--- src/rtl/core/crcfc_pkg.sv ---
`timescale 1ns / 1ps

package crcfc_pkg;

  localparam int unsigned CFG_DATA_W = 16;

  localparam logic [15:0] CRC_POLY    = 16'h1021;
  localparam logic [15:0] CRC_TOP     = 16'h8000;
  localparam logic [15:0] LEN_SAT     = 16'hFFFF;
  localparam logic [15:0] CRC_START_IDX = 16'd6;

  localparam logic [7:0]  START_MARKER_RST = 8'd50;
  localparam logic [7:0]  END_MARKER_RST   = 8'd52;
  localparam logic [15:0] MIN_LEN_RST      = 16'd16;
  localparam logic [15:0] MAX_LEN_RST      = 16'd1500;

  typedef enum logic [2:0] {
    ST_OK            = 3'd0,
    ST_BAD_START     = 3'd1,
    ST_BAD_LENGTH    = 3'd2,
    ST_SIZE_MISMATCH = 3'd3,
    ST_BAD_END       = 3'd4,
    ST_BAD_CRC       = 3'd5
  } status_t;

  typedef enum logic [1:0] {
    REG_START_MARKER = 2'd0,
    REG_END_MARKER   = 2'd1,
    REG_MIN_LEN      = 2'd2,
    REG_MAX_LEN      = 2'd3
  } reg_index_t;

  typedef struct packed {
    logic [7:0]  start_marker;
    logic [7:0]  end_marker;
    logic [15:0] min_frame_len;
    logic [15:0] max_frame_len;
  } cfg_t;

  typedef struct packed {
    logic [15:0] crc_value;
    logic [15:0] frame_length;
    status_t     status;
  } result_t;

  function automatic logic [15:0] crc_feed(input logic [15:0] crc, input logic [7:0] b);
    logic [15:0] c;
    c = crc ^ {b, 8'h00};
    for (int k = 0; k < 8; k++) begin
      if ((c & CRC_TOP) != 16'h0000) begin
        c = {c[14:0], 1'b0} ^ CRC_POLY;
      end else begin
        c = {c[14:0], 1'b0};
      end
    end
    return c;
  endfunction

endpackage

--- src/rtl/core/crcfc_frame_state.sv ---
`timescale 1ns / 1ps

module crcfc_frame_state (
  input  logic               clk,
  input  logic               rst,
  input  crcfc_pkg::cfg_t    cfg,
  input  logic               fire,
  input  logic [7:0]         data_byte,
  input  logic               last_byte,
  output crcfc_pkg::result_t result
);
  import crcfc_pkg::*;

  logic [15:0] byte_count;
  logic [15:0] byte_count_next;
  logic        start_seen_ok;
  logic        start_seen_ok_next;
  logic [15:0] size_field;
  logic [15:0] size_field_next;
  logic [7:0]  trailer_delay [3];
  logic [15:0] crc_accum;
  logic [15:0] crc_accum_next;
  logic [15:0] expected;
  logic [16:0] size_plus_two;

  always_comb begin
    start_seen_ok_next = start_seen_ok;
    size_field_next    = size_field;
    if (byte_count == 16'd0) begin
      start_seen_ok_next = (data_byte == cfg.start_marker);
    end else if (byte_count == 16'd1) begin
      size_field_next = {data_byte, size_field[7:0]};
    end else if (byte_count == 16'd2) begin
      size_field_next = {size_field[15:8], data_byte};
    end
    crc_accum_next  = (byte_count >= CRC_START_IDX) ?
                      crc_feed(crc_accum, trailer_delay[2]) : crc_accum;
    byte_count_next = (byte_count == LEN_SAT) ? byte_count : byte_count + 16'd1;
    expected        = {trailer_delay[1], trailer_delay[0]};
    size_plus_two   = {1'b0, size_field_next} + 17'd2;
  end

  always_comb begin
    result.frame_length = byte_count_next;
    result.crc_value    = crc_accum_next;
    if (!start_seen_ok_next) begin
      result.status = ST_BAD_START;
    end else if (byte_count_next < cfg.min_frame_len || byte_count_next > cfg.max_frame_len ||
                 byte_count_next == LEN_SAT) begin
      result.status = ST_BAD_LENGTH;
    end else if (size_plus_two != {1'b0, byte_count_next}) begin
      result.status = ST_SIZE_MISMATCH;
    end else if (data_byte != cfg.end_marker) begin
      result.status = ST_BAD_END;
    end else if (expected != crc_accum_next) begin
      result.status = ST_BAD_CRC;
    end else begin
      result.status = ST_OK;
    end
  end

  always_ff @(posedge clk) begin
    if (rst || (fire && last_byte)) begin
      byte_count       <= '0;
      start_seen_ok    <= 1'b0;
      size_field       <= '0;
      trailer_delay[0] <= '0;
      trailer_delay[1] <= '0;
      trailer_delay[2] <= '0;
      crc_accum        <= '0;
    end else if (fire) begin
      byte_count       <= byte_count_next;
      start_seen_ok    <= start_seen_ok_next;
      size_field       <= size_field_next;
      trailer_delay[0] <= data_byte;
      trailer_delay[1] <= trailer_delay[0];
      trailer_delay[2] <= trailer_delay[1];
      crc_accum        <= crc_accum_next;
    end
  end

endmodule

--- config.mk ---
export PLATFORM = sky130hd
export DESIGN_NAME = crcfc_frame_state
export DESIGN_NICKNAME = d
export VERILOG_FILES = /design/src/rtl/core/crcfc_pkg.sv /design/src/rtl/core/crcfc_frame_state.sv
export SDC_FILE = /design/constraint.sdc
export NUM_CORES = 1
export LEC_CHECK = 0
export ABC_AREA = 1
export BUFFER_PORTS_ARGS = -buffer_cell sky130_fd_sc_hd__buf_2
export CORE_ASPECT_RATIO = 1.5
export CORE_MARGIN = 1
export CORE_UTILIZATION = 45
export DETAILED_ROUTE_END_ITERATION = 7
export PLACE_DENSITY = 0.7
export RECOVER_POWER = 50
export SETUP_SLACK_MARGIN = 0.5
export SYNTH_ARGS = -nofsm -noshare
export SYNTH_HDL_FRONTEND = slang
export SYNTH_SLANG_ARGS = --single-unit
--- constraint.sdc ---
create_clock -name clk -period 4.1 [get_ports clk]
set_input_delay 0.41 -clock clk [delete_from_list [all_inputs] [get_ports clk]]
set_output_delay 0.41 -clock clk [all_outputs]
set_load 0.005 [all_outputs]
==> results of run 1 <==
[registers in the layout, indices dropped and copies added (netlist names)]
register and count:
start_seen_ok 1, crc_accum 16, trailer_delay 24, size_field 16, byte_count 16
[cells by family after synthesis]
kind of cell,Yosys count,share of synthesized area
xor gates and xnor gates,52,0.0770
and+or+nand+nor,437,0.337
buffers and inverters,170,0.113
adders and majority gates,36,0.0761
DFF,73,0.288
AOI/OAI and AO/OA,113,0.109
[metal layers]
metal,vias up,share of wire,track usage
met2,224,0.51,0.471
met4,0,0.074,0.200
li1,3104,-,-
met5,-,0,0
met3,89,0.045,0.0449
met1,2895,0.37,0.266
[synth_stat cells, drive strengths merged, types with 2 or more instances]
cell type,number,area [sq um]
nand4,26,163
nand2,224,888
inv,148,556
xnor2,13,114
o21ai,60,315
dfxtp,49,981
nor3,6,30.0
or2,5,31.3
nor3b,3,27.5
a21oi,18,90.1
nand3,74,395
buf,6,55.1
o211ai,2,15.0
ha,36,450
clkbuf,16,60.1
a211oi,3,27.5
nor4,3,18.8
o21a,2,15.0
o22ai,23,144
nor2,96,438
xor2,39,342
edfxtp,24,721
[critical path, stage by stage, from the launching register on]
cell,delay (ns)
dfxtp_4,0.38
inv_4,0.07
ha_1,0.20
nor3b_2,0.16
nand2_1,0.20
buf_6,0.19
nand4_1,0.13
nand2_2,0.12
ha_4,0.16
inv_1,0.06
nand2_1,0.10
nand2_1,0.06
nand2_1,0.06
nand2_1,0.09
nor2_4,0.16
nand3_2,0.10
nor2_1,0.15
nand2_1,0.07
nor2_1,0.10
nand3_1,0.08
nand2_1,0.08
nand2_1,0.04
buf_2,0.13
[metrics by stage]
stage / util / std cells / total power [mW] / instance area (sq um)
finish: 0.578 / 1174 / 1.78 / 7450
global route: 0.578 / 1174 / 1.85 / 7450
CTS: 0.557 / 1158 / 1.78 / 7180
detailed placement: 0.510 / 1124 / 1.05 / 6570
global placement: 0.510 / 1124 / 1.04 / 6570
floorplan: - / 881 / 0.957 / 5920
[layout make-up]
| type | instances | area, sq um |
|---|---|---|
| fill | 1228 | 5440 |
| multi-input combinational | 639 | 3860 |
| sequential | 73 | 1730 |
| timing repair buffer | 139 | 837 |
| inverter | 148 | 558 |
| clock buffer | 12 | 246 |
| tap | 159 | 199 |
| clock inverter | 4 | 20.0 |
[timing repair]
action	in CTS	in global routing
gates resized for setup	64	49
endpoints found under the setup margin	3	3
cloned	0	1
pin swaps	21	38
setup buffers	18	15
[layout by cell type (no fill, tap or decap), types with 7 or more instances in the layout]
master	n
nand2_1	189
ha_1	29
o22ai_1	23
inv_2	14
a21oi_1	14
xor2_1	38
o21ai_1	13
nor2_4	12
dfxtp_1	37
buf_2	94
nand2_4	7
nand2_2	29
nor2_2	16
nand3_1	66
xnor2_1	13
clkbuf_16	9
buf_4	38
inv_1	133
o21ai_0	41
edfxtp_1	24
nor2_1	68
nand4_1	26
[final timing paths]
| path | slack, ns | start | endpoint |
|---|---|---|---|
| max | 0.45 | byte_count[0] | result[0] |
| min | 0.47 | fire | byte_count[2] |
| max reg2reg | 1.97 | byte_count[0] | size_field[15] |
| min reg2reg | 0.48 | size_field[8] | size_field[8] |
[power by group through the flow]
stage / sequential, mW / combinational, mW / clock (mW)
2_1_floorplan: 0.790 / 0.166 / 0
3_3_place_gp: 0.793 / 0.250 / 0
3_5_place_dp: 0.793 / 0.252 / 0
4_1_cts: 0.776 / 0.265 / 0.739
5_1_grt: 0.779 / 0.306 / 0.769
6_report: 0.777 / 0.276 / 0.732
==> results.txt, run 1 <==
Die W -> 95.6 um
die footprint -> 13600 sq um
EDFF count, synth -> 24
max-slew violation count -> 108
Final setup viols -> 0
Net Sw Frac -> 0.277
Worst Slack Setup Final -> 0.453 ns
FFs w/ async S/R, synth -> 0
Ports -> 95
layout cells sized above 1 -> 0.273
Worst Path Class, Setup -> flip-flop to primary output
row count -> 51
CTS Buf Count -> 9
NumNets Final -> 1106
core area -> 12900 sq um
Slew @ Worst Pin -> 2.63 ns
antenna cells -> 0
worst skew pair latency -> 0.35 ns
Mapped Nets -> 977
pwr dens -> 239 nW/um^2
clock group share of total power -> 0.410
RSZ-0062 raised after global routing -> true
status -> complete, but fails checks
antenna violations before repair -> 0
Area Growth Syn to Fin -> 26.0%
GR Overflow Total -> 0
cell area after synthesis -> 5920 sq um
Yosys reg bits -> 73
CTS Hold Buffers Added -> 0
Post-synth top flop -> dfxtp_1
Gate power share -> 0.154
Internal Pwr Total -> 1.29 mW
Final Skew -> 0.00814 ns
CTS tree -> yes
fin crit period -> 3.65 ns
Sequential Power Share -> 0.435
ANT nets after route -> 0
Max Root-Sink Buffers -> 2
pin count of the biggest net entering global routing -> 57
final worst path period share -> 0.890
first-pass GRT wire length -> 27400 um
P_sw -> 0.495 mW
CP max FO -> 11
Netlist cell types -> 38
Sink Count -> 73
DR pass1 iterations -> 7
HP Class -> input pin to flip-flop
worst relative slew slack -> -0.753
Placer Congestion -> 0.879
DR WL/cell -> 15.4 um
Port Buffers -> 94
hold path depth -> 3
Hold Slack -> 0.472 ns
Max VDD drop -> 0.154 mV
Data arrival, critical path -> 3.24 ns
H-tree depth -> 3
endpoints failing hold -> 0
CP Capture Type -> primary output
DIE HEIGHT -> 142 um
total track usage -> 0.264
mean instance size in the synthesized netlist -> 6.72 sq um
WP data required -> 3.69 ns
Detailed Route Iter0 Violations -> 334
final wirelength -> 18000 um
vias in the first global route -> 5933
failing checks -> design-rule violations, max-capacitance violations, max-slew violations
Max Cap Violations -> 2
Syn Inst Count -> 881
clk slew on worst S/H paths -> 0.06 ns
Setup TNS Final -> 0 ns
HPWL after detailed placement -> 12800 um
CP Launch Type -> flip-flop
Worst R2R Path Depth -> 9
Residual DRC -> 1
Starting Density -> 0.459
Via density -> 5.38
Yosys Warn Count -> 0
Seq/Total Area, Yosys -> 0.288
root buffer cell -> clkbuf_16
Lkg Pwr -> 3.65 nW
fmax -> 274 MHz
vias -> 6312
worst slack, placed -> 0.358 ns
Note: power is estimated with default switching activity, not from simulation.
==> inputs of run 2 (changes only) <==
==> constraint.sdc (replaced) <==
create_clock -name clk -period 4.1 [get_ports clk]
set_input_delay 0.41 -clock clk [delete_from_list [all_inputs] [get_ports clk]]
set_output_delay 0.41 -clock clk [all_outputs]
set_load 0.01 [all_outputs]
==> run 2 against run 1 <==
  * The run still ends with design-rule violations, max-capacitance violations, max-slew violations left
  * First-iteration DRC count down 2.4%
  * Clock skew is 0.0025 ns lower
  * Critical path depth fell by 1
  * Worst hold slack better by 0.0039 ns
  * Design area is 1.4% lower
  * Combinational power rose by 1%
  * Final cell count shrank 0.17%
  * Wire length shrank 2.9%
  * Sequential cell count did not move
  * Utilization is 0.79 points lower
  * Critical path type unchanged
  * Critical endpoint is now result[2]
  * Largest cell class unchanged
==> results.txt, run 2 (same netlist as run 1, synthesis figures left out) <==
HP Class -> flip-flop to flip-flop
vias in the first global route -> 5723
min-delay src -> size_field[2]
Data arrival, critical path -> 3.22 ns
WP data required -> 3.69 ns
gate family responsible for the most delay along the worst path -> simple AND/OR/NAND/NOR gates
final wirelength -> 17500 um
dpl cells -> 1124
Largest Register -> trailer_delay
max reg flops -> 24
DIE HEIGHT -> 142 um
RSZ-0062 raised after global routing -> true
worst relative slew slack -> -0.754
ANT nets after route -> 0
Slew @ Worst Pin -> 2.63 ns
fmax -> 275 MHz
clk slew on worst S/H paths -> 0.06 ns
Worst Path Class, Setup -> flip-flop to primary output
pwr dens -> 242 nW/um^2
DR pass1 iterations -> 6
Die W -> 95.6 um
Final setup viols -> 0
status -> complete, but fails checks
Non-Filler Instances -> 1172
most frequent cells in the layout -> nand2_1 (195), inv_1 (135), buf_2 (93), nor2_1 (68), nand3_1 (67)
layout cells sized above 1 -> 0.261
GR Overflow Total -> 0
CTS Hold Buffers Added -> 0
CP Launch Type -> flip-flop
Hold Path End -> size_field[2]
reg2reg end -> size_field[15]
DR WL/cell -> 14.9 um
crit-path cells -> ha_4 > nand3_4 > nor2_4 > nand2_2 > inv_2 > nand2_4 > nand2_2 > nor2_1 > nand2_1 > xor2_1 > inv_2 > ha_4 > nand4_1 > nor2_1 > nand4_1 > nand2_1 > o21ai_2 > a21oi_2 > nand2_1 > nor2_1 > buf_2
CP bufs+invs -> 3
CP max FO -> 4
pin count of the biggest net entering global routing -> 57
antenna violations before repair -> 0
hold path depth -> 2
CTS Buf Count -> 9
endpoints failing hold -> 0
antenna cells -> 0
area of the multi-input gates -> 3790 sq um
H-tree depth -> 3
Final Skew -> 0.00567 ns
CP Capture Type -> primary output
Setup TNS Final -> 0 ns
die footprint -> 13600 sq um
Residual DRC -> 1
final worst path period share -> 0.886
CP peak stage delay -> 0.39 ns
Starting Density -> 0.459
root buffer cell -> clkbuf_16
max-slew violation count -> 108
Lkg Pwr -> 3.61 nW
failing checks -> design-rule violations, max-capacitance violations, max-slew violations
NumNets Final -> 1104
Detailed Route Iter0 Violations -> 326
r2r startpoint -> byte_count[1]
Max VDD drop -> 0.165 mV
fin crit period -> 3.63 ns
Critical Path Slowest Stage Cell -> dfxtp_4
Via density -> 5.27
worst skew pair latency -> 0.34 ns
Sink Count -> 73
Area Growth Syn to Fin -> 24.3%
first-pass GRT wire length -> 26700 um
Port Buffers -> 94
Storage cell area -> 1730 sq um
Worst R2R Path Depth -> 9
CTS tree -> yes
reg2reg setup slack -> 2.02 ns
Max Cap Violations -> 2
total track usage -> 0.258
commonest non-fill, non-tap cell in the layout -> nand2_1
Max Root-Sink Buffers -> 2
row count -> 51
Ports -> 95
core area -> 12900 sq um
HPWL after detailed placement -> 12800 um
Placer Congestion -> 0.877
utilization after layout -> 0.570
vias -> 6180
Filler cells -> 1234
==> run 2: changes by cell type in the layout (fill, tap and decap cells not counted), moves of 3 or more <==
cell	previous run	this run
nand2_2	29	23
o21ai_1	13	16
nand2_1	189	195
inv_2	14	11
o21ai_0	41	38
==> run 2: worst max path at each step <==
stage / start / endpoint / slack, ns / depth (start not counted)
floorplan: byte_count[0] / result[2] / 0.90 / 21
global placement: byte_count[2] / result[2] / 0.37 / 21
detailed placement: byte_count[2] / result[2] / 0.30 / 21
CTS: byte_count[1] / result[2] / 0.48 / 21
global route: byte_count[1] / result[0] / 0.14 / 20
finish: byte_count[1] / result[2] / 0.47 / 21
==> run 2: power breakdown <==
group	leakage [nW]	switching, mW	internal (mW)
Clock	0.130	0.317	0.405
Combinational	2.81	0.173	0.106
Sequential	0.674	0.0124	0.765
Total	3.61	0.502	1.28
==> run 2: final cells by class <==
type | count | share of cell area
multi-input combinational | 638 | 0.516
sequential | 73 | 0.235
timing repair buffer | 138 | 0.109
inverter | 148 | 0.0766
clock buffer | 10 | 0.0311
tap | 159 | 0.0271
clock inverter | 6 | 0.00476
==> run 2: what timing repair did <==
item | 4_1_cts | 5_1_grt
buffers inserted | 17 | 15
pin swaps | 23 | 32
endpoints found under the setup margin | 3 | 3
gates resized for setup | 62 | 40
==> run 2: per-stage QoR <==
| stage | worst slack, ns | total power [mW] | hold WS, ns | cell area (sq um) |
|---|---|---|---|---|
| 2_1_floorplan | 0.897 | 0.957 | 0.450 | 5920 |
| 3_3_place_gp | 0.368 | 1.04 | 0.461 | 6570 |
| 3_5_place_dp | 0.303 | 1.05 | 0.467 | 6570 |
| 4_1_cts | 0.481 | 1.78 | 0.475 | 7170 |
| 5_1_grt | 0.141 | 1.85 | 0.492 | 7350 |
| 6_report | 0.467 | 1.78 | 0.476 | 7350 |
==> run 2: routing by layer <==
| metal | track usage | share of wire | vias up |
|---|---|---|---|
| met5 | 0 | 0 | - |
| met4 | 0.156 | 0.057 | 0 |
| met3 | 0.0513 | 0.038 | 71 |
| met2 | 0.477 | 0.53 | 186 |
| met1 | 0.259 | 0.38 | 2816 |
| li1 | - | - | 3107 |
==> run 2: tightest hold or removal path, cell delays in order (launching register included) <==
cell	delay, ns
dfxtp_1	0.31
nand3_1	0.07
nand2_1	0.05
==> inputs of run 3 (changes only) <==
--- a/config.mk
+++ b/config.mk
@@ -11,6 +11,7 @@
 export CORE_MARGIN = 1
 export CORE_UTILIZATION = 45
 export DETAILED_ROUTE_END_ITERATION = 7
+export MAX_ROUTING_LAYER = met4
 export PLACE_DENSITY = 0.7
 export RECOVER_POWER = 50
 export SETUP_SLACK_MARGIN = 0.5
==> constraint.sdc (replaced) <==
create_clock -name clk -period 4.5 [get_ports clk]
set_input_delay 0.45 -clock clk [delete_from_list [all_inputs] [get_ports clk]]
set_output_delay 0.45 -clock clk [all_outputs]
set_load 0.01 [all_outputs]
==> run 3 against run 2 <==
  * The run still ends with design-rule violations, max-capacitance violations, max-slew violations left
  * Worst hold slack improved by 0.0062 ns
  * Design area shrank 4.5%
  * Wire length shrank 0.73%
  * Sequential share of layout area grew 0.87 points
  * Clock-buffer cell count increased by 1
  * Clock skew is 0.0017 ns lower
==> results.txt, run 3 (same netlist as run 1, synthesis figures left out) <==
status -> complete, but fails checks
failing checks -> design-rule violations, max-capacitance violations, max-slew violations
Max Cap Violations -> 1
CTS Buf Count -> 9
CTS tree -> yes
worst relative slew slack -> -0.166
DR WL/cell -> 15.2 um
Setup TNS Final -> 0 ns
Via density -> 5.34
CTS Hold Buffers Added -> 0
pin count of the biggest net entering global routing -> 51
CP Launch Type -> flip-flop
total track usage -> 0.266
CP max FO -> 6
GR peak layer -> met2
Area Growth Syn to Fin -> 18.7%
WP data required -> 4.05 ns
pwr dens -> 238 nW/um^2
row count -> 51
Residual DRC -> 1
DIE HEIGHT -> 142 um
worst skew pair latency -> 0.34 ns
die footprint -> 13600 sq um
Data arrival, critical path -> 3.57 ns
Ports -> 95
final worst path period share -> 0.894
antenna cells -> 0
GR Overflow Total -> 0
most frequent cells in the layout -> nand2_1 (204), inv_1 (138), buf_2 (88), nor2_1 (74), nand3_1 (69)
fmax -> 249 MHz
Placer Congestion -> 0.903
layout cells sized above 1 -> 0.198
crit-path cells -> nand2_1 > nor2_1 > nand2_2 > nor2_1 > inv_1 > nand2_1 > ha_1 > nand2_1 > o21a_1 > o221ai_1 > nand2_1 > o2111ai_1 > nand2_1 > o21ai_0 > a21oi_2 > nand2_1 > nor2_1 > buf_2
antenna violations before repair -> 0
vias in the first global route -> 5690
CP Capture Type -> primary output
CP peak stage delay -> 0.46 ns
H-tree depth -> 3
met3 GRT Util -> 0.0262
ANT nets after route -> 0
Final Skew -> 0.00398 ns
Die W -> 95.6 um
Final setup viols -> 0
critical path's most frequent cell -> nand2_1
root buffer cell -> clkbuf_16
RSZ-0062 raised after global routing -> false
NumNets Final -> 1080
endpoints failing hold -> 0
Critical Path Slowest Stage Cell -> dfxtp_1
Max VDD drop -> 0.144 mV
Lkg Pwr -> 3.43 nW
HPWL after detailed placement -> 12900 um
routing usage on met2 -> 0.480
DR pass1 iterations -> 7
Starting Density -> 0.459
max reg flops -> 24
HP Class -> flip-flop to flip-flop
Max Root-Sink Buffers -> 2
Non-Filler Instances -> 1147
max-slew violation count -> 33
commonest non-fill, non-tap cell in the layout -> nand2_1
Slew @ Worst Pin -> 1.75 ns
Port Buffers -> 94
Sink Count -> 73
M1 GR Usage -> 0.264
Detailed Route Iter0 Violations -> 354
Worst Path Class, Setup -> flip-flop to primary output
core area -> 12900 sq um
vias -> 6129
first-pass GRT wire length -> 26700 um
dpl cells -> 1119
final wirelength -> 17400 um
fin crit period -> 4.02 ns
clk slew on worst S/H paths -> 0.06 ns
Largest Register -> trailer_delay
-- run 3: layout make-up --
class                      instances  area, sq um
multi-input combinational        639         3660
inverter                         148          559
timing repair buffer             113          599
clock inverter                     4         45.0
clock buffer                      11          243
fill                            1333         5870
sequential                        73         1710
tap                              159          199
-- run 3: layer usage --
metal | wire length [um] | up-vias
li1 | - | 3057
met2 | 9290 | 206
met3 | 713 | 67
met1 | 6380 | 2799
met5 | 0 | -
met4 | 1010 | 0
-- run 3: path summary, 6_finish.rpt --
path	startpoint	endpoint	slack [ns]	cells past startpoint
setup / recovery	byte_count[7]	result[2]	0.48	18
hold / removal	size_field[9]	size_field[9]	0.48	2
setup reg to reg	byte_count[0]	crc_accum[3]	2.25	8
hold reg to reg	size_field[9]	size_field[9]	0.48	2
-- run 3: stage by stage --
step / total power, mW / util / worst slack [ns] / hold WS (ns) / instance area (sq um)
global route: 1.72 / 0.545 / 0.253 / 0.508 / 7020
CTS: 1.67 / 0.531 / 0.505 / 0.477 / 6840
finish: 1.67 / 0.545 / 0.476 / 0.482 / 7020
global placement: 0.951 / 0.507 / 0.808 / 0.461 / 6530
detailed placement: 0.954 / 0.507 / 0.698 / 0.467 / 6530
floorplan: 0.872 / - / 1.26 / 0.450 / 5920
-- run 3: worst max-delay path, delay by kind of cell, from the launching register on --
| kind | cells | cell delay, ns |
|---|---|---|
| compound gates | 5 | 0.68 |
| fa+ha+maj | 1 | 0.30 |
| buf+inv | 2 | 0.37 |
| flops | 1 | 0.46 |
| simple gates | 10 | 1.42 |
-- run 3: report_power, final --
| part | internal, mW | switching (mW) | total [mW] | leakage (nW) |
|---|---|---|---|---|
| Sequential | 0.698 | 0.0110 | 0.709 | 0.669 |
| Clock | 0.438 | 0.285 | 0.723 | 0.137 |
| Combinational | 0.0871 | 0.154 | 0.241 | 2.62 |
| Total | 1.22 | 0.450 | 1.67 | 3.43 |
-- run 3: timing repair --
| action | 4_1_cts | 5_1_grt |
|---|---|---|
| hold endpoints to repair | 0 | 0 |
| buffers inserted | 0 | 12 |
| gates cloned | 0 | 1 |
| pin swaps | 0 | 6 |
| setup endpoints to repair | 3 | 3 |
| gates resized for setup | 6 | 35 |
